==> config.mk <==
export PLATFORM = sky130hd
export DESIGN_NAME = pixel_write_coalescer_top_flat
export DESIGN_NICKNAME = d
export VERILOG_FILES = /design/src/pwc_pkg.sv /design/src/pwc_req_if.sv /design/src/pwc_rsp_if.sv /design/src/pixel_write_coalescer_top.sv /design/src/pwc_word_mem.sv /design/src/pwc_run_ctrl.sv /design/src/pwc_burst.sv /design/src/flat_wrapper.sv
export SDC_FILE = /design/constraint.sdc
export NUM_CORES = 1
export LEC_CHECK = 0
export BUFFER_PORTS_ARGS = -buffer_cell sky130_fd_sc_hd__buf_2
export CAP_MARGIN = 0
export CELL_PAD_IN_SITES_DETAIL_PLACEMENT = 0
export CELL_PAD_IN_SITES_GLOBAL_PLACEMENT = 2
export CORE_MARGIN = 2
export CORE_UTILIZATION = 39
export DETAILED_ROUTE_END_ITERATION = 7
export PLACE_DENSITY_LB_ADDON = 0.1
export SYNTH_ARGS = -nofsm -noshare
export SYNTH_HDL_FRONTEND = slang
export SYNTH_HIERARCHICAL = 1
export SYNTH_SLANG_ARGS = --single-unit
==> constraint.sdc <==
create_clock -name clock -period 8.9 [get_ports clock]
set_input_delay 0.445 -clock clock [delete_from_list [all_inputs] [get_ports clock]]
set_output_delay 0.445 -clock clock [all_outputs]
set_load 0.05 [all_outputs]
==> src/pwc_pkg.sv <==
// Shared types and constants of the pixel write coalescer.
`default_nettype none
package pwc_pkg;

   localparam int X_W       = 11;
   localparam int COLOUR_W  = 16;
   localparam int WORD_W    = 32;
   localparam int COUNT_W   = 9;
   localparam int BYTES_W   = 9;
   localparam int IDX_W     = 6;

   localparam int DEF_BUFFER_WORDS = 32;

   localparam logic KIND_PIXEL = 1'b0;
   localparam logic KIND_FLUSH = 1'b1;

   localparam logic MODE_RGB16 = 1'b0;
   localparam logic MODE_PAL8  = 1'b1;

   typedef struct packed {
      logic               valid;
      logic [X_W-1:0]     row;
      logic [X_W-1:0]     start_x;
      logic [BYTES_W-1:0] bytes;
   } burst_req_type;

endpackage
`default_nettype wire

==> src/pwc_req_if.sv <==
// Pixel item channel.
`default_nettype none
interface pwc_req_if;
   import pwc_pkg::*;

   logic                valid;
   logic                ready;
   logic                kind;
   logic [X_W-1:0]      pixel_x;
   logic [X_W-1:0]      pixel_y;
   logic [COLOUR_W-1:0] colour;

   modport source (output valid, kind, pixel_x, pixel_y, colour, input ready);
   modport sink   (input valid, kind, pixel_x, pixel_y, colour, output ready);
endinterface
`default_nettype wire

==> src/pwc_rsp_if.sv <==
// Burst word channel.
`default_nettype none
interface pwc_rsp_if;
   import pwc_pkg::*;

   logic               valid;
   logic               ready;
   logic [X_W-1:0]     run_row;
   logic [X_W-1:0]     run_start_x;
   logic [BYTES_W-1:0] run_bytes;
   logic [IDX_W-1:0]   word_index;
   logic [WORD_W-1:0]  data_word;
   logic               last_word;

   modport source (output valid, run_row, run_start_x, run_bytes, word_index, data_word,
                   last_word, input ready);
   modport sink   (input valid, run_row, run_start_x, run_bytes, word_index, data_word,
                   last_word, output ready);
endinterface
`default_nettype wire

==> src/pixel_write_coalescer_top.sv <==
// Pixel write coalescer: packs pixel runs into a word buffer and bursts them out.
// A continuing pixel is taken every cycle while input is not stalled; it is written into
// the buffer in the same cycle. A burst stalls input while its words are read (longer under
// output stalls); a run-ending pixel stalls it again after the burst to place its first word.
// Burst words appear in the cycle after their buffer read, one per cycle while accepted.
// Synchronous active-high reset clears the run, mode and burst state; no memory clear.
`default_nettype none
module pixel_write_coalescer_top #(
   parameter int BUFFER_WORDS = pwc_pkg::DEF_BUFFER_WORDS
) (
   input  wire logic  clock,
   input  wire logic  reset,
   input  wire logic  csr_wr_en,
   input  wire logic  csr_wr_data,
   pwc_req_if.sink    req_if,
   pwc_rsp_if.source  rsp_if
);
   import pwc_pkg::*;

   localparam int AW = (BUFFER_WORDS > 1) ? $clog2(BUFFER_WORDS) : 1;

   burst_req_type     burst_req;
   logic              burst_busy;
   logic              mem_wr_en;
   logic [AW-1:0]     mem_wr_addr;
   logic [WORD_W-1:0] mem_wr_data;
   logic              rd_en;
   logic [AW-1:0]     rd_addr;
   logic [WORD_W-1:0] rd_data;

   pwc_run_ctrl #(
      .BUFFER_WORDS (BUFFER_WORDS),
      .AW           (AW)
   ) u_ctrl (
      .clock       (clock),
      .reset       (reset),
      .csr_wr_en   (csr_wr_en),
      .csr_wr_data (csr_wr_data),
      .item_valid  (req_if.valid),
      .item_ready  (req_if.ready),
      .kind        (req_if.kind),
      .pixel_x     (req_if.pixel_x),
      .pixel_y     (req_if.pixel_y),
      .colour      (req_if.colour),
      .burst_busy  (burst_busy),
      .burst_req   (burst_req),
      .mem_wr_en   (mem_wr_en),
      .mem_wr_addr (mem_wr_addr),
      .mem_wr_data (mem_wr_data)
   );

   pwc_word_mem #(
      .DEPTH (BUFFER_WORDS),
      .AW    (AW)
   ) u_mem (
      .clock   (clock),
      .wr_en   (mem_wr_en),
      .wr_addr (mem_wr_addr),
      .wr_data (mem_wr_data),
      .rd_en   (rd_en),
      .rd_addr (rd_addr),
      .rd_data (rd_data)
   );

   pwc_burst #(
      .BUFFER_WORDS (BUFFER_WORDS),
      .AW           (AW)
   ) u_burst (
      .clock       (clock),
      .reset       (reset),
      .burst_req   (burst_req),
      .burst_busy  (burst_busy),
      .rd_en       (rd_en),
      .rd_addr     (rd_addr),
      .out_ready   (rsp_if.ready),
      .out_valid   (rsp_if.valid),
      .out_row     (rsp_if.run_row),
      .out_start_x (rsp_if.run_start_x),
      .out_bytes   (rsp_if.run_bytes),
      .out_index   (rsp_if.word_index),
      .out_last    (rsp_if.last_word)
   );

   assign rsp_if.data_word = rd_data;

endmodule
`default_nettype wire

==> src/pwc_word_mem.sv <==
// Run buffer word memory, one write and one registered read port.
`default_nettype none
module pwc_word_mem #(
   parameter int DEPTH = pwc_pkg::DEF_BUFFER_WORDS,
   parameter int AW    = 5
) (
   input  wire logic                      clock,
   input  wire logic                      wr_en,
   input  wire logic [AW-1:0]             wr_addr,
   input  wire logic [pwc_pkg::WORD_W-1:0] wr_data,
   input  wire logic                      rd_en,
   input  wire logic [AW-1:0]             rd_addr,
   output logic      [pwc_pkg::WORD_W-1:0] rd_data
);
   import pwc_pkg::*;

   logic [WORD_W-1:0] words_mem [DEPTH];
   logic [WORD_W-1:0] rd_data_ff;

   always_ff @(posedge clock) begin
      if (wr_en) begin
         words_mem[wr_addr] <= wr_data;
      end
   end

   always_ff @(posedge clock) begin
      if (rd_en) begin
         rd_data_ff <= words_mem[rd_addr];
      end
   end

   assign rd_data = rd_data_ff;

endmodule
`default_nettype wire

==> src/pwc_run_ctrl.sv <==
// Run tracking, pixel packing and buffer writes.
`default_nettype none
module pwc_run_ctrl #(
   parameter int BUFFER_WORDS = pwc_pkg::DEF_BUFFER_WORDS,
   parameter int AW           = 5
) (
   input  wire logic                          clock,
   input  wire logic                          reset,
   input  wire logic                          csr_wr_en,
   input  wire logic                          csr_wr_data,
   input  wire logic                          item_valid,
   output logic                               item_ready,
   input  wire logic                          kind,
   input  wire logic [pwc_pkg::X_W-1:0]       pixel_x,
   input  wire logic [pwc_pkg::X_W-1:0]       pixel_y,
   input  wire logic [pwc_pkg::COLOUR_W-1:0]  colour,
   input  wire logic                          burst_busy,
   output pwc_pkg::burst_req_type             burst_req,
   output logic                               mem_wr_en,
   output logic      [AW-1:0]                 mem_wr_addr,
   output logic      [pwc_pkg::WORD_W-1:0]    mem_wr_data
);
   import pwc_pkg::*;

   localparam logic [COUNT_W-1:0] CAP16 = COUNT_W'(BUFFER_WORDS * 2);
   localparam logic [COUNT_W-1:0] CAP8  = COUNT_W'(BUFFER_WORDS * 4);

   logic               mode_ff, mode_in;
   logic               run_valid_ff, run_valid_in;
   logic               pend_ff, pend_in;
   logic               rmode_ff, rmode_in;
   logic [X_W-1:0]     row_ff, row_in;
   logic [X_W-1:0]     start_ff, start_in;
   logic [COUNT_W-1:0] count_ff, count_in;
   logic [WORD_W-1:0]  acc_ff, acc_in;

   logic               accept;
   logic               cont;
   logic               full;
   logic [COUNT_W-1:0] new_count;
   logic [COUNT_W-1:0] emit_count;
   logic [COUNT_W-1:0] widx_full;
   logic [WORD_W-1:0]  merged;
   logic [WORD_W-1:0]  first_word;

   assign item_ready = !burst_busy && !pend_ff;
   assign accept     = item_valid && item_ready;

   assign cont = (kind == KIND_PIXEL) && run_valid_ff && (row_ff == pixel_y)
                 && (rmode_ff == mode_ff)
                 && ((12'(start_ff) + 12'(count_ff)) == 12'(pixel_x));

   assign new_count  = count_ff + COUNT_W'(1);
   assign full       = new_count == ((mode_ff == MODE_PAL8) ? CAP8 : CAP16);
   assign emit_count = cont ? new_count : count_ff;
   assign first_word = (mode_ff == MODE_PAL8) ? WORD_W'(colour[7:0]) : WORD_W'(colour);

   always_comb begin
      if (mode_ff == MODE_PAL8) begin
         widx_full = count_ff >> 2;
         if (count_ff[1:0] == 2'd0) begin
            merged = WORD_W'(colour[7:0]);
         end else begin
            merged = acc_ff | (WORD_W'(colour[7:0]) << {count_ff[1:0], 3'b000});
         end
      end else begin
         widx_full = count_ff >> 1;
         merged    = count_ff[0] ? {colour, acc_ff[15:0]} : WORD_W'(colour);
      end
   end

   always_comb begin
      burst_req.valid   = accept && ((cont && full) || (!cont && run_valid_ff));
      burst_req.row     = row_ff;
      burst_req.start_x = start_ff;
      burst_req.bytes   = (rmode_ff == MODE_PAL8) ? emit_count : (emit_count << 1);
   end

   always_comb begin
      mem_wr_en   = 1'b0;
      mem_wr_addr = '0;
      mem_wr_data = acc_ff;
      priority if (pend_ff && !burst_busy) begin
         mem_wr_en = 1'b1;
      end else if (accept && cont) begin
         mem_wr_en   = 1'b1;
         mem_wr_addr = widx_full[AW-1:0];
         mem_wr_data = merged;
      end else if (accept && (kind == KIND_PIXEL) && !run_valid_ff) begin
         mem_wr_en   = 1'b1;
         mem_wr_data = first_word;
      end else begin
         mem_wr_en = 1'b0;
      end
   end

   always_comb begin
      mode_in      = csr_wr_en ? csr_wr_data : mode_ff;
      run_valid_in = run_valid_ff;
      pend_in      = pend_ff && burst_busy;
      rmode_in     = rmode_ff;
      row_in       = row_ff;
      start_in     = start_ff;
      count_in     = count_ff;
      acc_in       = acc_ff;
      if (accept) begin
         priority if (cont) begin
            count_in = new_count;
            acc_in   = merged;
            if (full) begin
               run_valid_in = 1'b0;
            end
         end else if (kind == KIND_FLUSH) begin
            run_valid_in = 1'b0;
         end else begin
            // new run; word 0 waits until the old burst has been read
            run_valid_in = 1'b1;
            pend_in      = run_valid_ff;
            rmode_in     = mode_ff;
            row_in       = pixel_y;
            start_in     = pixel_x;
            count_in     = COUNT_W'(1);
            acc_in       = first_word;
         end
      end
   end

   always_ff @(posedge clock) begin
      if (reset) begin
         mode_ff      <= MODE_RGB16;
         run_valid_ff <= 1'b0;
         pend_ff      <= 1'b0;
         rmode_ff     <= MODE_RGB16;
         count_ff     <= '0;
      end else begin
         mode_ff      <= mode_in;
         run_valid_ff <= run_valid_in;
         pend_ff      <= pend_in;
         rmode_ff     <= rmode_in;
         count_ff     <= count_in;
      end
   end

   always_ff @(posedge clock) begin
      row_ff   <= row_in;
      start_ff <= start_in;
      acc_ff   <= acc_in;
   end

endmodule
`default_nettype wire

==> src/pwc_burst.sv <==
// Burst read sequencer and output register.
`default_nettype none
module pwc_burst #(
   parameter int BUFFER_WORDS = pwc_pkg::DEF_BUFFER_WORDS,
   parameter int AW           = 5
) (
   input  wire logic                         clock,
   input  wire logic                         reset,
   input  wire pwc_pkg::burst_req_type       burst_req,
   output logic                              burst_busy,
   output logic                              rd_en,
   output logic      [AW-1:0]                rd_addr,
   input  wire logic                         out_ready,
   output logic                              out_valid,
   output logic      [pwc_pkg::X_W-1:0]      out_row,
   output logic      [pwc_pkg::X_W-1:0]      out_start_x,
   output logic      [pwc_pkg::BYTES_W-1:0]  out_bytes,
   output logic      [pwc_pkg::IDX_W-1:0]    out_index,
   output logic                              out_last
);
   import pwc_pkg::*;

   localparam int CW = $clog2(BUFFER_WORDS + 1);

   logic               active_ff, active_in;
   logic [CW-1:0]      idx_ff, idx_in;
   logic [CW-1:0]      words_ff, words_in;
   logic [X_W-1:0]     row_ff, row_in;
   logic [X_W-1:0]     sx_ff, sx_in;
   logic [BYTES_W-1:0] bytes_ff, bytes_in;
   logic               ovalid_ff, ovalid_in;
   logic [X_W-1:0]     orow_ff, orow_in;
   logic [X_W-1:0]     osx_ff, osx_in;
   logic [BYTES_W-1:0] obytes_ff, obytes_in;
   logic [IDX_W-1:0]   oidx_ff, oidx_in;
   logic               olast_ff, olast_in;

   logic               issue;
   logic [CW-1:0]      next_idx;
   logic [9:0]         words_full;

   assign issue      = active_ff && (!ovalid_ff || out_ready);
   assign next_idx   = idx_ff + CW'(1);
   assign words_full = (10'(burst_req.bytes) + 10'd3) >> 2;

   assign burst_busy = active_ff;
   assign rd_en      = issue;
   assign rd_addr    = idx_ff[AW-1:0];

   always_comb begin
      active_in = active_ff;
      idx_in    = idx_ff;
      words_in  = words_ff;
      row_in    = row_ff;
      sx_in     = sx_ff;
      bytes_in  = bytes_ff;
      ovalid_in = ovalid_ff && !out_ready;
      orow_in   = orow_ff;
      osx_in    = osx_ff;
      obytes_in = obytes_ff;
      oidx_in   = oidx_ff;
      olast_in  = olast_ff;
      if (burst_req.valid) begin
         active_in = 1'b1;
         idx_in    = '0;
         words_in  = CW'(words_full);
         row_in    = burst_req.row;
         sx_in     = burst_req.start_x;
         bytes_in  = burst_req.bytes;
      end else if (issue) begin
         idx_in    = next_idx;
         active_in = next_idx != words_ff;
         ovalid_in = 1'b1;
         orow_in   = row_ff;
         osx_in    = sx_ff;
         obytes_in = bytes_ff;
         oidx_in   = IDX_W'(idx_ff);
         olast_in  = next_idx == words_ff;
      end
   end

   always_ff @(posedge clock) begin
      if (reset) begin
         active_ff <= 1'b0;
         ovalid_ff <= 1'b0;
         idx_ff    <= '0;
      end else begin
         active_ff <= active_in;
         ovalid_ff <= ovalid_in;
         idx_ff    <= idx_in;
      end
   end

   always_ff @(posedge clock) begin
      words_ff  <= words_in;
      row_ff    <= row_in;
      sx_ff     <= sx_in;
      bytes_ff  <= bytes_in;
      orow_ff   <= orow_in;
      osx_ff    <= osx_in;
      obytes_ff <= obytes_in;
      oidx_ff   <= oidx_in;
      olast_ff  <= olast_in;
   end

   assign out_valid   = ovalid_ff;
   assign out_row     = orow_ff;
   assign out_start_x = osx_ff;
   assign out_bytes   = obytes_ff;
   assign out_index   = oidx_ff;
   assign out_last    = olast_ff;

endmodule
`default_nettype wire

==> src/flat_wrapper.sv <==
// flat-port wrapper written by rule: the top's interface ports become plain ports
module pixel_write_coalescer_top_flat import pwc_pkg::*;
#(
   parameter int BUFFER_WORDS = pwc_pkg::DEF_BUFFER_WORDS
)
  (clock, reset, csr_wr_en, csr_wr_data, req_if_valid, req_if_kind, req_if_pixel_x, req_if_pixel_y, req_if_colour, req_if_ready, rsp_if_valid, rsp_if_run_row, rsp_if_run_start_x, rsp_if_run_bytes, rsp_if_word_index, rsp_if_data_word, rsp_if_last_word, rsp_if_ready);
  pwc_req_if req_if_i ();
  pwc_rsp_if rsp_if_i ();
  input  wire logic clock;
  input  wire logic reset;
  input  wire logic csr_wr_en;
  input  wire logic csr_wr_data;
  input wire logic [$bits(req_if_i.valid)-1:0] req_if_valid;
  input wire logic [$bits(req_if_i.kind)-1:0] req_if_kind;
  input wire logic [$bits(req_if_i.pixel_x)-1:0] req_if_pixel_x;
  input wire logic [$bits(req_if_i.pixel_y)-1:0] req_if_pixel_y;
  input wire logic [$bits(req_if_i.colour)-1:0] req_if_colour;
  output wire logic [$bits(req_if_i.ready)-1:0] req_if_ready;
  output wire logic [$bits(rsp_if_i.valid)-1:0] rsp_if_valid;
  output wire logic [$bits(rsp_if_i.run_row)-1:0] rsp_if_run_row;
  output wire logic [$bits(rsp_if_i.run_start_x)-1:0] rsp_if_run_start_x;
  output wire logic [$bits(rsp_if_i.run_bytes)-1:0] rsp_if_run_bytes;
  output wire logic [$bits(rsp_if_i.word_index)-1:0] rsp_if_word_index;
  output wire logic [$bits(rsp_if_i.data_word)-1:0] rsp_if_data_word;
  output wire logic [$bits(rsp_if_i.last_word)-1:0] rsp_if_last_word;
  input wire logic [$bits(rsp_if_i.ready)-1:0] rsp_if_ready;
  assign req_if_i.valid = req_if_valid;
  assign req_if_i.kind = req_if_kind;
  assign req_if_i.pixel_x = req_if_pixel_x;
  assign req_if_i.pixel_y = req_if_pixel_y;
  assign req_if_i.colour = req_if_colour;
  assign req_if_ready = req_if_i.ready;
  assign rsp_if_valid = rsp_if_i.valid;
  assign rsp_if_run_row = rsp_if_i.run_row;
  assign rsp_if_run_start_x = rsp_if_i.run_start_x;
  assign rsp_if_run_bytes = rsp_if_i.run_bytes;
  assign rsp_if_word_index = rsp_if_i.word_index;
  assign rsp_if_data_word = rsp_if_i.data_word;
  assign rsp_if_last_word = rsp_if_i.last_word;
  assign rsp_if_i.ready = rsp_if_ready;
  pixel_write_coalescer_top #(.BUFFER_WORDS(BUFFER_WORDS)) u_core (.clock(clock), .reset(reset), .csr_wr_en(csr_wr_en), .csr_wr_data(csr_wr_data), .req_if(req_if_i), .rsp_if(rsp_if_i));
endmodule
# Word level (Yosys, flattened, before mapping)
# Memory sizes are Yosys's and may differ from the RTL's. A register that Yosys moved wholly into a read port is not among the register bits.
# Index checks and enable logic that the tools add are counted.
op_classes:
  n_div: 0
  add_sub_neg: 4
  eq_ne: 8
  order_cmp: 0
  shifts: 1
  n_reduce_logical: 31
  muxes: 32
  n_mul: 0
  bitwise: 4
op_table:
  columns: ["operator", "count"]
  rows:
  - ["$mux 32", 8]
  - ["$mux 9", 4]
  - ["$or 32x32->32", 1]
  - ["$shl 8x5->32", 1]
  - ["$logic_and 1x1->1", 16]
  - ["$mux 16", 1]
  - ["$mux 1", 15]
  - ["$mux 5", 3]
  - ["$add 11x9->12", 1]
  - ["$eq 12x11->1", 1]
  - ["$eq 11x11->1", 1]
  - ["$add 9x1->9 const B", 1]
  - ["$eq 9x8->1", 1]
  - ["$add 8x2->8 const B", 1]
  - ["$mux 8", 1]
  - ["$add 6x1->6 const B", 1]
  - ["$eq 6x6->1", 1]
  - ["$logic_not 1->1", 6]
  - ["$ne 6x6->1", 1]
  - ["$reduce_and 2->1", 3]
  - ["$ne 2x1->1 const B", 2]
  - ["$not 1->1", 3]
  - ["$reduce_and 3->1", 1]
  - ["$logic_not 2->1", 1]
  - ["4 further kinds", 5]
totals:
  memories: 1
  elab_cells: 101
  latchBits: 0
  in_bits: 45
  ramBits: 1024
  output_inout_bits: 72
  reg_bits: 150
  mem_bits_ro: 0
mem_list:
  columns: ["name", "words", "width", "read_ports", "rd_ports_with_merged_regs", "wr", "line", "rtl"]
  rows:
  - ["u_core.u_mem.words_mem", 32, 32, 1, 1, 1, "pwc_word_mem.sv:17", "logic [WORD_W-1:0] words_mem [DEPTH];"]

# Depth between registers and ports, before layout
# Gate-level depths: netlist (run 1).
depth:
  word_depth: 11
  ltp_mapped: 18
  ltp_nobuf: 16

# By module
# Netlist (run 1), hierarchy kept.
modules_own_cells:
  columns: ["mod", "cells_per_inst", "seq_area_each_um2", "area_per_inst_um2", "instances"]
  rows:
  - ["pwc_word_mem", 2260, 31710.4, 40805.4, 1]
  - ["pwc_run_ctrl", 559, 1881.8, 4875.9, 1]
  - ["pwc_burst", 153, 2412.3, 2891.5, 1]

# Worst setup path before layout (run 1)
# Ideal clock, no wire load.
synth_path:
  path_type: "reg-to-reg"
  startpoint: "register u_core.u_ctrl.count_ff[0]"
  endpoint: "register u_core.u_burst.obytes_ff[0], in the netlist u_core/u_burst/out_bytes[0], enable pin"
  slack_ns: 2.458
  required_ns: 8.467
  path_buffers: 2
  synth_period_minus_slack_ns: 6.442
  arrival_time_ns: 6.009
  setup_time_ns: 0.433
  path_stages_with_launch: 15
  cell_sequence: "dfxtp_1 ha_1 fa_1 a21oi_1 o211a_1 nor2_1 o21ai_0 a21oi_1 or4_1 buf_2 inv_2 buf_2 a211oi_1 inv_1 and3_1"
synth_lines:
  columns: ["item", "line", "rtl"]
  rows:
  - ["start: declaration", "pwc_run_ctrl.sv:34", "logic [COUNT_W-1:0] count_ff, count_in;"]
  - ["start signal: assignment", "pwc_run_ctrl.sv:140", "count_ff <= count_in;"]
  - ["end signal: assignment", "pwc_burst.sv:101", "obytes_ff <= obytes_in;"]
  - ["end: declaration", "pwc_burst.sv:34", "logic [BYTES_W-1:0] obytes_ff, obytes_in;"]

# Worst setup path in the final report (run 1)
layout_path:
  startpoint: "register u_core.u_ctrl.count_ff[1]"
  endpoint: "memory u_core.u_mem.words_mem[11][22], enable pin"
layout_via:
  word_cells_on_any_way: 11
  cone_classes: "1 x add/sub; 1 x eq/ne; 7 x mux; 2 x reduce/logical"
layout_lines:
  columns: ["item", "line", "rtl"]
  rows:
  - ["$add 11x9->12", "pwc_run_ctrl.sv:51", "&& ((12'(start_ff) + 12'(count_ff)) == 12'(pixel_x));"]
  - ["$eq 12x11->1", "pwc_run_ctrl.sv:51", null]
  - ["$logic_and 1x1->1", "pwc_run_ctrl.sv:51", null]
  - ["$logic_and 1x1->1", "pwc_run_ctrl.sv:85", "end else if (accept && cont) begin"]
  - ["$mux 5", "pwc_run_ctrl.sv:85", null]
  - ["$mux 5", "pwc_run_ctrl.sv:83", "priority if (pend_ff && !burst_busy) begin"]
  - ["via u_core.mem_wr_addr[1]", "pixel_write_coalescer_top.sv:25", "logic [AW-1:0] mem_wr_addr;"]
  - ["end: declaration", "pwc_word_mem.sv:17", null]
# The timed path passes the listed nets, and every way through them passes these cells.

==> results of run 1 <==
-- flip-flops by register name (all words and copies together), names as in the netlist, 9 cells and up --
signal,cells
u_core/u_burst/out_bytes,9
u_core/u_ctrl/row_ff,11
u_core/u_ctrl/count_ff,9
u_core/u_burst/bytes_ff,9
u_core/u_burst/row_ff,11
u_core/u_ctrl/acc_ff,32
u_core/u_mem/rd_data,32
u_core/u_burst/sx_ff,11
u_core/u_burst/out_row,11
u_core/u_mem/words_mem,1024
u_core/u_burst/out_start_x,11
u_core/u_ctrl/start_ff,11
-- layout by cell type (no fill, tap or decap), types with 9 or more instances in the layout --
cell / n
sky130_fd_sc_hd__edfxtp_1: 1185
sky130_fd_sc_hd__mux2i_1: 536
sky130_fd_sc_hd__a21oi_1: 174
sky130_fd_sc_hd__clkbuf_16: 141
sky130_fd_sc_hd__nand3_1: 141
sky130_fd_sc_hd__nand2_1: 128
sky130_fd_sc_hd__buf_2: 116
sky130_fd_sc_hd__a22oi_1: 98
sky130_fd_sc_hd__a22o_1: 64
sky130_fd_sc_hd__nor2_1: 61
sky130_fd_sc_hd__buf_4: 44
sky130_fd_sc_hd__nor3_1: 42
sky130_fd_sc_hd__a31oi_1: 33
sky130_fd_sc_hd__nor2_4: 33
sky130_fd_sc_hd__xor2_1: 30
sky130_fd_sc_hd__clkbuf_1: 29
sky130_fd_sc_hd__clkinv_1: 28
sky130_fd_sc_hd__clkinv_2: 26
sky130_fd_sc_hd__dlygate4sd3_1: 24
sky130_fd_sc_hd__xnor2_1: 23
sky130_fd_sc_hd__o21ai_0: 22
sky130_fd_sc_hd__dfxtp_1: 20
sky130_fd_sc_hd__o22ai_1: 18
sky130_fd_sc_hd__o21ai_4: 16
sky130_fd_sc_hd__ha_1: 14
sky130_fd_sc_hd__nor4_1: 13
sky130_fd_sc_hd__bufinv_16: 10
sky130_fd_sc_hd__or3_1: 10
sky130_fd_sc_hd__inv_1: 9
sky130_fd_sc_hd__nor2b_1: 9
-- per-layer routing --
metal	track usage (%)	routed length [um]	share of wire, %
met1	31.1	63500	45
met4	5.53	2630	1.9
met2	35.7	67100	48
met3	2.99	6430	4.6
met5	0	0	0
-- cells by family after synthesis --
logic type / Yosys count / synth area share (%)
buf+inv: 188 / 2.09
xor+xnor: 53 / 0.956
simple gates: 497 / 4.89
mux: 542 / 11.2
fa+ha+maj: 15 / 0.402
compound gates: 471 / 6.36
flops: 1206 / 74.1
-- final timing paths --
| kind | slack (ns) | cells after the start | endpoint | from |
|---|---|---|---|---|
| worst max-delay path | 2.22 | 13 | u_core/u_mem/words_mem[11][22] | u_core/u_ctrl/count_ff[1] |
| worst min-delay path | 0.11 | 2 | u_core/u_ctrl/count_ff[7] | reset |
| worst min register to register | 0.42 | 0 | u_core/u_burst/out_start_x[2] | u_core/u_burst/sx_ff[2] |
| worst max register to register | 2.22 | 13 | u_core/u_mem/words_mem[11][22] | u_core/u_ctrl/count_ff[1] |
-- synth_stat cells (21+ instances only) --
master / number / area share, %
sky130_fd_sc_hd__a21oi_1: 174 / 1.8
sky130_fd_sc_hd__a22o_1: 64 / 1.2
sky130_fd_sc_hd__a22oi_1: 98 / 1.5
sky130_fd_sc_hd__a31oi_1: 33 / 0.43
sky130_fd_sc_hd__buf_2: 30 / 0.31
sky130_fd_sc_hd__buf_4: 40 / 0.62
sky130_fd_sc_hd__clkbuf_1: 76 / 0.59
sky130_fd_sc_hd__dfxtp_1: 21 / 0.87
sky130_fd_sc_hd__edfxtp_1: 1185 / 73
sky130_fd_sc_hd__mux2i_1: 536 / 11
sky130_fd_sc_hd__nand2_1: 129 / 1.0
sky130_fd_sc_hd__nand3_1: 141 / 1.5
sky130_fd_sc_hd__nor2_1: 95 / 0.73
sky130_fd_sc_hd__nor3_1: 42 / 0.43
sky130_fd_sc_hd__o21ai_0: 38 / 0.39
sky130_fd_sc_hd__xnor2_1: 23 / 0.41
sky130_fd_sc_hd__xor2_1: 30 / 0.54
-- report_power, final --
| part | switching, uW | internal (uW) |
|---|---|---|
| logic | 402 | 145 |
| clock network | 2180 | 3170 |
| registers | 18.7 | 6310 |
-- cell type report --
class	count	area [sq um]
Tap cell	1637	2050
Timing Repair Buffer	187	1210
Inverter	14	52.6
Fill cell	10900	68100
Clock inverter	68	577
Clock buffer	170	3640
Multi-Input combinational cell	1578	12000
Antenna cell	4	10.0
Sequential cell	1206	36000
-- worst max-delay path, cell delays in order (launching register included) --
cell                      delay [ns]
sky130_fd_sc_hd__dfxtp_1        0.74
sky130_fd_sc_hd__ha_1           0.28
sky130_fd_sc_hd__a21o_1         0.12
sky130_fd_sc_hd__and4_4         0.27
sky130_fd_sc_hd__o22ai_1        0.15
sky130_fd_sc_hd__or4b_1         0.48
sky130_fd_sc_hd__o211a_1        0.29
sky130_fd_sc_hd__or4_1          0.53
sky130_fd_sc_hd__buf_4          0.26
sky130_fd_sc_hd__inv_2          0.44
sky130_fd_sc_hd__nand3_1        0.33
sky130_fd_sc_hd__nor2_1         0.29
sky130_fd_sc_hd__nand3_1        0.72
sky130_fd_sc_hd__nor2_4         1.26
-- per-stage QoR --
| stage | power [uW] | setup slack [ns] | std cells |
|---|---|---|---|
| floorplan | 6740 | 2.46 | 2972 |
| global placement | 6980 | 2.29 | 4598 |
| detailed placement | 6990 | 2.18 | 4598 |
| CTS | 12400 | 2.16 | 4860 |
| global route | 12600 | 1.84 | 4860 |
| finish | 12200 | 2.22 | 4864 |
-- timing repair --
action                                 CTS  global route
buffers inserted                         0             0
gates resized for setup                  0             0
endpoints found under the hold margin   23             0
hold buffers                            24             0
==> impl_metrics.env, run 1 <==
export IMPL_outcome="completed"
export IMPL_final_net_count=3181
export IMPL_hpwl_after_dpl_um=83100
export IMPL_maximum_number_of_pins_on_one_net_before_global_route_repair=111
export IMPL_worstSetupStartpointType="flip-flop"
export IMPL_clock_sinks=1206
export IMPL_setup_repair_after_global_routing_missed_its_margin="no"
export IMPL_synth_enable_flop_cells=1185
export IMPL_cts_tree="built"
export IMPL_worst_setup_path_type="reg -> reg"
export IMPL_number_of_levels_in_the_clock_h_tree=4
export IMPL_initial_core_util_pct=39.3
export IMPL_yosys_register_bits=1206
export IMPL_synth_cells=2972
export IMPL_worst_ir_drop_vdd_v=0.000195
export IMPL_min_delay_path_class="in -> reg"
export IMPL_clk_root_buffer_cell="sky130_fd_sc_hd__clkbuf_16"
export IMPL_grt_overflow=0
export IMPL_clkSlewWorstSetupHoldPaths_ns=0.06
export IMPL_min_period_ns=6.68
export IMPL_postRouteWirelength_um=140000
export IMPL_dr_total_vias=27100
export IMPL_timing_final_setup_violations=0
export IMPL_worst_skew_pair_late_latency_ns=0.75
export IMPL_floorplan_die_height_um=357
export IMPL_drt_drc_violations_left=0
export IMPL_critical_path_arrival_ns=7.03
export IMPL_fraction_of_final_layout_cells_with_drive_strength_greater_than_1_pct=13.9
export IMPL_path_max_fanout=32
export IMPL_number_of_nets_with_antenna_violations_after_routing=0
export IMPL_fin_setup_tns_ns=0
export IMPL_drt_initial_drc_count=2482
export IMPL_slew_viol_final=0
export IMPL_synth_cell_area_sq_um=48600
export IMPL_timing_final_hold_violations=0
export IMPL_synth_ff_type="sky130_fd_sc_hd__edfxtp_1"
export IMPL_gp_routability_congestion=0.805
export IMPL_numCtsBuffers=134
export IMPL_grt_antenna_before_repair=2
export IMPL_port_buffer_count=116
export IMPL_first_drt_pass_iteration_count=6
export IMPL_post_route_cell_area_sq_um=55600
export IMPL_core_region_area_sq_um=124000
export IMPL_detail_route_wl_per_cell_um=28.7
export IMPL_die_w_um=357
export IMPL_yosys_warnings=6
export IMPL_detail_route_vias_per_cell=5.57
export IMPL_grtUsageTotal_pct=21.9
export IMPL_fmaxAchievable_ghz=0.150
export IMPL_detailed_place_area_sq_um=51100
export IMPL_setup_worst_path_end_class="flip-flop"
export IMPL_worst_tran_pin_value_ns=1.32
export IMPL_worst_hold_slack_ns=0.111
export IMPL_num_io_pins=117
export IMPL_core_rowCount=129
export IMPL_share_of_the_core_filled_with_cells_pct=45.0
export IMPL_min_period_over_period_pct=75.1
export IMPL_grt_first_pass_wirelength_um=200000
export IMPL_synthesis_nets=3032
export IMPL_yosysSeqAreaShare_pct=74.1
export IMPL_powerDensity_nw_per_um2=220
export IMPL_drv_max_cap_violation_count=0
export IMPL_asr_flop_ratio_synth_pct=0
export IMPL_mean_instance_size_in_the_synthesized_netlist_sq_um=16.3
export IMPL_synthDistinctLibCells=67
export IMPL_timing_critical_path_required_ns=9.25
export IMPL_dieArea_sq_um=127000
export IMPL_synth_to_layout_area_growth_pct=14.4
export IMPL_power_leakage_uw=0.0170
export IMPL_slew_limit_headroom_pct=11.9
export IMPL_first_global_vias=27100
export IMPL_cts_max_path_buffers=3
export IMPL_finalClockSkew_ns=0.0220
Power figures use the tool's default switching activity.
==> inputs of run 2 (changes only) <==
==> constraint.sdc (replaced) <==
create_clock -name clock -period 6.03 [get_ports clock]
set_input_delay 0.3015 -clock clock [delete_from_list [all_inputs] [get_ports clock]]
set_output_delay 0.3015 -clock clock [all_outputs]
set_load 0.05 [all_outputs]
==> impl_metrics.env, run 2 (synthesized netlist as in run 1, its figures left out) <==
export IMPL_cts_tree="built"
export IMPL_synth_to_layout_area_growth_pct=16.2
export IMPL_number_of_levels_in_the_clock_h_tree=4
export IMPL_clk_root_buffer_cell="sky130_fd_sc_hd__clkbuf_16"
export IMPL_register_area_sq_um=36000
export IMPL_hpwl_after_dpl_um=80300
export IMPL_commonest_non_fill_non_tap_cells_in_the_layout="sky130_fd_sc_hd__edfxtp_1, sky130_fd_sc_hd__mux2i_1, sky130_fd_sc_hd__a21oi_1"
export IMPL_worst_setup_path_type="reg -> reg"
export IMPL_first_global_vias=27000
export IMPL_path_max_fanout=32
export IMPL_route_top_layer_used="met4"
export IMPL_port_buffer_count=116
export IMPL_share_clk_of_total_power_pct=44.2
export IMPL_finalClockSkew_ns=0.0264
export IMPL_clock_sinks=1206
export IMPL_power_leakage_uw=0.0175
export IMPL_switching_share_pct=21.2
export IMPL_setup_worst_path_end_class="flip-flop"
export IMPL_core_region_area_sq_um=124000
export IMPL_worstReg2RegEnd="u_core/u_mem/words_mem[16][24]"
export IMPL_timing_critical_path_slowest_cell_delay_ns=0.63
export IMPL_detail_route_vias_per_cell=5.41
export IMPL_outcome="completed"
export IMPL_largest_register_ff_count=1024
export IMPL_rr_startpoint="u_core/u_ctrl/count_ff[6]"
export IMPL_critical_path_arrival_ns=5.66
export IMPL_timing_critical_path_required_ns=6.41
export IMPL_power_combinational_fraction_pct=4.2
export IMPL_rrSetupSlack_ns=0.75
export IMPL_final_net_count=3255
export IMPL_grtUsageTotal_pct=20.9
export IMPL_die_w_um=357
export IMPL_slew_viol_final=0
export IMPL_cts_max_path_buffers=3
export IMPL_layout_commonest_cell="sky130_fd_sc_hd__edfxtp_1"
export IMPL_worstSetupStartpointType="flip-flop"
export IMPL_depth_of_the_most_critical_reg_to_reg_path=13
export IMPL_grt_antenna_before_repair=3
export IMPL_slowest_stage="sky130_fd_sc_hd__or3b_2"
export IMPL_gp_routability_congestion=0.844
export IMPL_min_period_ns=5.28
export IMPL_critical_path_cell_chain="ha_1 -> a21oi_1 -> o211ai_1 -> o22ai_1 -> xnor2_1 -> o211a_1 -> or4_1 -> inv_2 -> nand3_1 -> nor2_1 -> or3b_2 -> nor2_4 -> buf_4"
export IMPL_first_drt_pass_iteration_count=5
export IMPL_hp_start="req_if_colour[13]"
export IMPL_worst_hold_slack_ns=0.0837
export IMPL_routed_wl_met3_um=5980
export IMPL_worst_skew_pair_late_latency_ns=0.75
export IMPL_fill_cells=10800
export IMPL_num_io_pins=117
export IMPL_timing_final_setup_violations=0
export IMPL_grt_first_pass_wirelength_um=192000
export IMPL_dr_total_vias=26700
export IMPL_slew_limit_headroom_pct=18.5
export IMPL_fin_setup_tns_ns=0
export IMPL_multi_input_area_sq_um=11900
export IMPL_dieArea_sq_um=127000
export IMPL_min_period_over_period_pct=87.5
export IMPL_core_rowCount=129
export IMPL_drt_drc_violations_left=0
export IMPL_powerDensity_nw_per_um2=321
export IMPL_min_delay_path_class="in -> reg"
export IMPL_maximum_number_of_pins_on_one_net_before_global_route_repair=129
export IMPL_numCtsBuffers=133
export IMPL_worst_ir_drop_vdd_v=0.000325
export IMPL_top_register="u_core/u_mem/words_mem"
export IMPL_postRouteWirelength_um=133000
export IMPL_m1WireLength_um=59700
export IMPL_drt_initial_drc_count=2140
export IMPL_detail_route_wl_per_cell_um=26.9
export IMPL_clkSlewWorstSetupHoldPaths_ns=0.07
export IMPL_detailroute_wirelength_met2_um=64700
export IMPL_setup_repair_after_global_routing_missed_its_margin="no"
export IMPL_timing_final_hold_violations=0
export IMPL_drv_max_cap_violation_count=0
export IMPL_post_cts_repair_setup_buffers=0
export IMPL_fmaxAchievable_ghz=0.189
export IMPL_worst_tran_pin_value_ns=1.22
export IMPL_grt_overflow=0
export IMPL_cts_resized=0
export IMPL_netSwitchingPower_uw=3840
export IMPL_initial_core_util_pct=39.3
export IMPL_ctsHoldBuffers=40
export IMPL_fraction_of_final_layout_cells_with_drive_strength_greater_than_1_pct=15.3
export IMPL_hold_path_end="u_core/u_ctrl/acc_ff[13]"
export IMPL_floorplan_die_height_um=357
export IMPL_number_of_nets_with_antenna_violations_after_routing=0
export IMPL_intPower_uw=14300
export IMPL_hold_depth=3
export IMPL_register_share_of_total_power_pct=51.6
[run 2: cell count changes in the layout (fill, tap and decap cells not counted), moves of 9 or more]
cell,before,now
sky130_fd_sc_hd__buf_12,3,30
sky130_fd_sc_hd__buf_4,44,76
sky130_fd_sc_hd__dlygate4sd3_1,24,40
sky130_fd_sc_hd__inv_6,2,11
sky130_fd_sc_hd__o21ai_2,0,16
sky130_fd_sc_hd__o21ai_4,16,0
[run 2: how the worst max path moves through the flow]
stage	from	end	slack, ns
2_1_floorplan	u_core/u_ctrl/start_ff[0]	u_core/u_mem/words_mem[19][0]	0.50
3_3_place_gp	u_core/u_ctrl/start_ff[0]	u_core/u_mem/words_mem[4][12]	0.85
3_5_place_dp	u_core/u_ctrl/count_ff[6]	u_core/u_mem/words_mem[16][29]	0.79
4_1_cts	u_core/u_ctrl/count_ff[6]	u_core/u_mem/words_mem[16][21]	0.76
5_1_grt	u_core/u_ctrl/count_ff[6]	u_core/u_mem/words_mem[21][22]	0.45
6_report	u_core/u_ctrl/count_ff[6]	u_core/u_mem/words_mem[16][24]	0.75
[run 2: critical path: cells and delay by family (launching register included)]
| family | cells | cell delay, ns |
|---|---|---|
| simple gates | 5 | 2.09 |
| compound gates | 4 | 1.15 |
| buf+inv | 2 | 0.63 |
| flops | 1 | 0.53 |
| fa+ha+maj | 1 | 0.36 |
| xor+xnor | 1 | 0.11 |
[run 2: per-stage QoR]
stage	utilization [%]	total power, uW	cell area, sq um	std cells	worst slack [ns]
after floorplan	-	9940	48600	2972	0.499
after CTS	45.7	18300	56500	4934	0.757
after global placement	41.9	10200	51800	4657	0.853
final	45.7	18100	56500	4936	0.751
after global routing	45.7	18700	56500	4934	0.448
after detailed placement	41.9	10300	51800	4657	0.794
[run 2: power by group through the flow]
stage                     combinational, uW  sequential (uW)  clock (uW)
final                                   759             9330        8000
after global routing                    817             9330        8520
after CTS                               773             9330        8200
after detailed placement                751             9510           0
after global placement                  740             9510           0
after floorplan                         409             9530           0
[run 2: per-layer routing]
metal  vias up  track usage [%]
met3       166             3.39
met1     13800             28.7
met2       641             34.6
met4         0             5.55
met5         -                0
li1      12100                -
[run 2: cell type report]
cell class	instances	area share [%]
antenna	2	0.00886
clock buffer	164	6.25
clock inverter	73	1.34
inverter	14	0.0931
multi-input combinational	1578	21.1
sequential	1206	63.8
tap	1637	3.63
timing repair buffer	262	3.81
==> inputs of run 3 (changes only) <==
--- a/config.mk
+++ b/config.mk
@@ -12,7 +12,8 @@
 export CORE_MARGIN = 2
 export CORE_UTILIZATION = 39
 export DETAILED_ROUTE_END_ITERATION = 7
-export PLACE_DENSITY_LB_ADDON = 0.1
+export PLACE_DENSITY_LB_ADDON = 0.05
+export RECOVER_POWER = 50
 export SYNTH_ARGS = -nofsm -noshare
 export SYNTH_HDL_FRONTEND = slang
 export SYNTH_HIERARCHICAL = 1
==> impl_metrics.env, run 3 (synthesized netlist as in run 1, its figures left out) <==
export IMPL_initial_core_util_pct=39.3
export IMPL_detailed_place_area_sq_um=51400
export IMPL_numCtsBuffers=136
export IMPL_setup_worst_path_end_class="flip-flop"
export IMPL_worst_tran_pin_value_ns=2.49
export IMPL_multi_input_area_sq_um=11800
export IMPL_post_cts_repair_setup_buffers=0
export IMPL_fraction_of_final_layout_cells_with_drive_strength_greater_than_1_pct=10.7
export IMPL_critical_path_arrival_ns=5.77
export IMPL_finalClockSkew_ns=0.0243
export IMPL_dieArea_sq_um=127000
export IMPL_grt_overflow=0
export IMPL_min_period_over_period_pct=91.2
export IMPL_worst_ir_drop_vdd_v=0.000265
export IMPL_clock_sinks=1206
export IMPL_detail_route_wl_per_cell_um=25.3
export IMPL_number_of_nets_with_antenna_violations_after_routing=0
export IMPL_path_max_fanout=43
export IMPL_min_period_ns=5.50
export IMPL_core_region_area_sq_um=124000
export IMPL_synth_to_layout_area_growth_pct=14.7
export IMPL_num_io_pins=117
export IMPL_clkSlewWorstSetupHoldPaths_ns=0.06
export IMPL_postRouteWirelength_um=125000
export IMPL_worst_skew_pair_late_latency_ns=0.73
export IMPL_grtUsageTotal_pct=19.5
export IMPL_final_net_count=3245
export IMPL_cts_max_path_buffers=3
export IMPL_first_global_vias=27100
export IMPL_clk_root_buffer_cell="sky130_fd_sc_hd__clkbuf_16"
export IMPL_drv_max_cap_violation_count=17
export IMPL_post_route_cell_area_sq_um=55700
export IMPL_floorplan_die_height_um=357
export IMPL_core_rowCount=129
export IMPL_min_delay_path_class="in -> reg"
export IMPL_cts_tree="built"
export IMPL_setup_repair_after_global_routing_missed_its_margin="no"
export IMPL_outcome="finished with violations"
export IMPL_commonest_non_fill_non_tap_cells_in_the_layout="sky130_fd_sc_hd__edfxtp_1, sky130_fd_sc_hd__mux2i_1, sky130_fd_sc_hd__a21oi_1"
export IMPL_grt_first_pass_wirelength_um=183000
export IMPL_port_buffer_count=116
export IMPL_fmaxAchievable_ghz=0.182
export IMPL_maximum_number_of_pins_on_one_net_before_global_route_repair=132
export IMPL_layout_commonest_cell="sky130_fd_sc_hd__edfxtp_1"
export IMPL_slew_viol_final=553
export IMPL_top_register="u_core/u_mem/words_mem"
export IMPL_gp_routability_congestion=0.829
export IMPL_register_area_sq_um=36000
export IMPL_grt_antenna_before_repair=3
export IMPL_worstSetupStartpointType="flip-flop"
export IMPL_fin_setup_tns_ns=0
export IMPL_fin_total_pwr_uw=18000
export IMPL_violations="max-capacitance violations, max-slew violations"
export IMPL_slew_limit_headroom_pct=-66.2
export IMPL_place_ws_ns=0.678
export IMPL_die_w_um=357
export IMPL_powerDensity_nw_per_um2=323
export IMPL_number_of_levels_in_the_clock_h_tree=4
export IMPL_first_drt_pass_iteration_count=5
export IMPL_fill_cells=11000
export IMPL_power_leakage_uw=0.0170
export IMPL_layout_setup_ws_ns=0.532
export IMPL_timing_final_setup_violations=0
export IMPL_drt_initial_drc_count=2111
export IMPL_timing_critical_path_required_ns=6.30
export IMPL_drt_drc_violations_left=0
export IMPL_detail_route_vias_per_cell=5.40
export IMPL_largest_register_ff_count=1024
export IMPL_dr_total_vias=26600
export IMPL_hpwl_after_dpl_um=75800
export IMPL_worst_setup_path_type="reg -> reg"
export IMPL_layout_cells_non_filler=4934
export IMPL_timing_final_hold_violations=0
export IMPL_placed_cell_count=4648
-- run 3: layer usage --
layer	up-vias	wire length, um	GRT usage, %
met5	-	0	0
met4	0	2540	5.32
met3	157	4840	2.82
met2	590	58600	31.1
met1	13700	58700	27.9
li1	12100	-	-
-- run 3: final timing paths --
check	start	to	slack [ns]	cells past startpoint
worst max register to register	u_core/u_ctrl/start_ff[0]	u_core/u_mem/words_mem[25][21]	0.53	12
worst min-delay path	req_if_colour[4]	u_core/u_ctrl/acc_ff[4]	0.08	3
worst max-delay path	u_core/u_ctrl/start_ff[0]	u_core/u_mem/words_mem[25][21]	0.53	12
worst min register to register	u_core/u_burst/row_ff[6]	u_core/u_burst/out_row[6]	0.42	0
-- run 3: cell type report --
cell class / count / share of cell area (%)
Sequential cell: 1206 / 64.6
Multi-Input combinational cell: 1578 / 21.2
Clock buffer: 175 / 6.69
Tap cell: 1637 / 3.68
Timing Repair Buffer: 249 / 2.70
Clock inverter: 71 / 0.952
Inverter: 14 / 0.0943
Antenna cell: 4 / 0.0180
-- run 3: power breakdown --
part           switching [uW]  internal [uW]  leakage [uW]
clock                    3250           4620       0.00208
sequential               26.9           9310        0.0109
combinational             534            215       0.00398
total                    3820          14100        0.0170
-- run 3: timing repair --
action | CTS | global route
endpoints found under the setup margin | 0 | 0
resized for setup | 0 | 0
hold buffers | 36 | 0
hold endpoints to repair | 44 | 0
-- run 3: critical path: stages (launching register included) --
cell                        delay [ns]
sky130_fd_sc_hd__edfxtp_1         0.41
sky130_fd_sc_hd__ha_1             0.25
sky130_fd_sc_hd__fa_1             0.43
sky130_fd_sc_hd__xor2_1           0.20
sky130_fd_sc_hd__xnor2_1          0.20
sky130_fd_sc_hd__o2111ai_1        0.15
sky130_fd_sc_hd__nor4bb_1         0.43
sky130_fd_sc_hd__nand4_1          0.15
sky130_fd_sc_hd__clkbuf_1         0.28
sky130_fd_sc_hd__or4_2            0.63
sky130_fd_sc_hd__buf_4            0.30
sky130_fd_sc_hd__o21ai_2          0.24
sky130_fd_sc_hd__clkbuf_1         1.29
-- run 3: through the flow --
step	hold slack [ns]	utilization, %
2_1_floorplan	0.371	-
3_5_place_dp	0.405	41.6
5_1_grt	0.0463	45.0
6_report	0.0783	45.1
4_1_cts	0.0181	45.3
3_3_place_gp	0.405	41.6
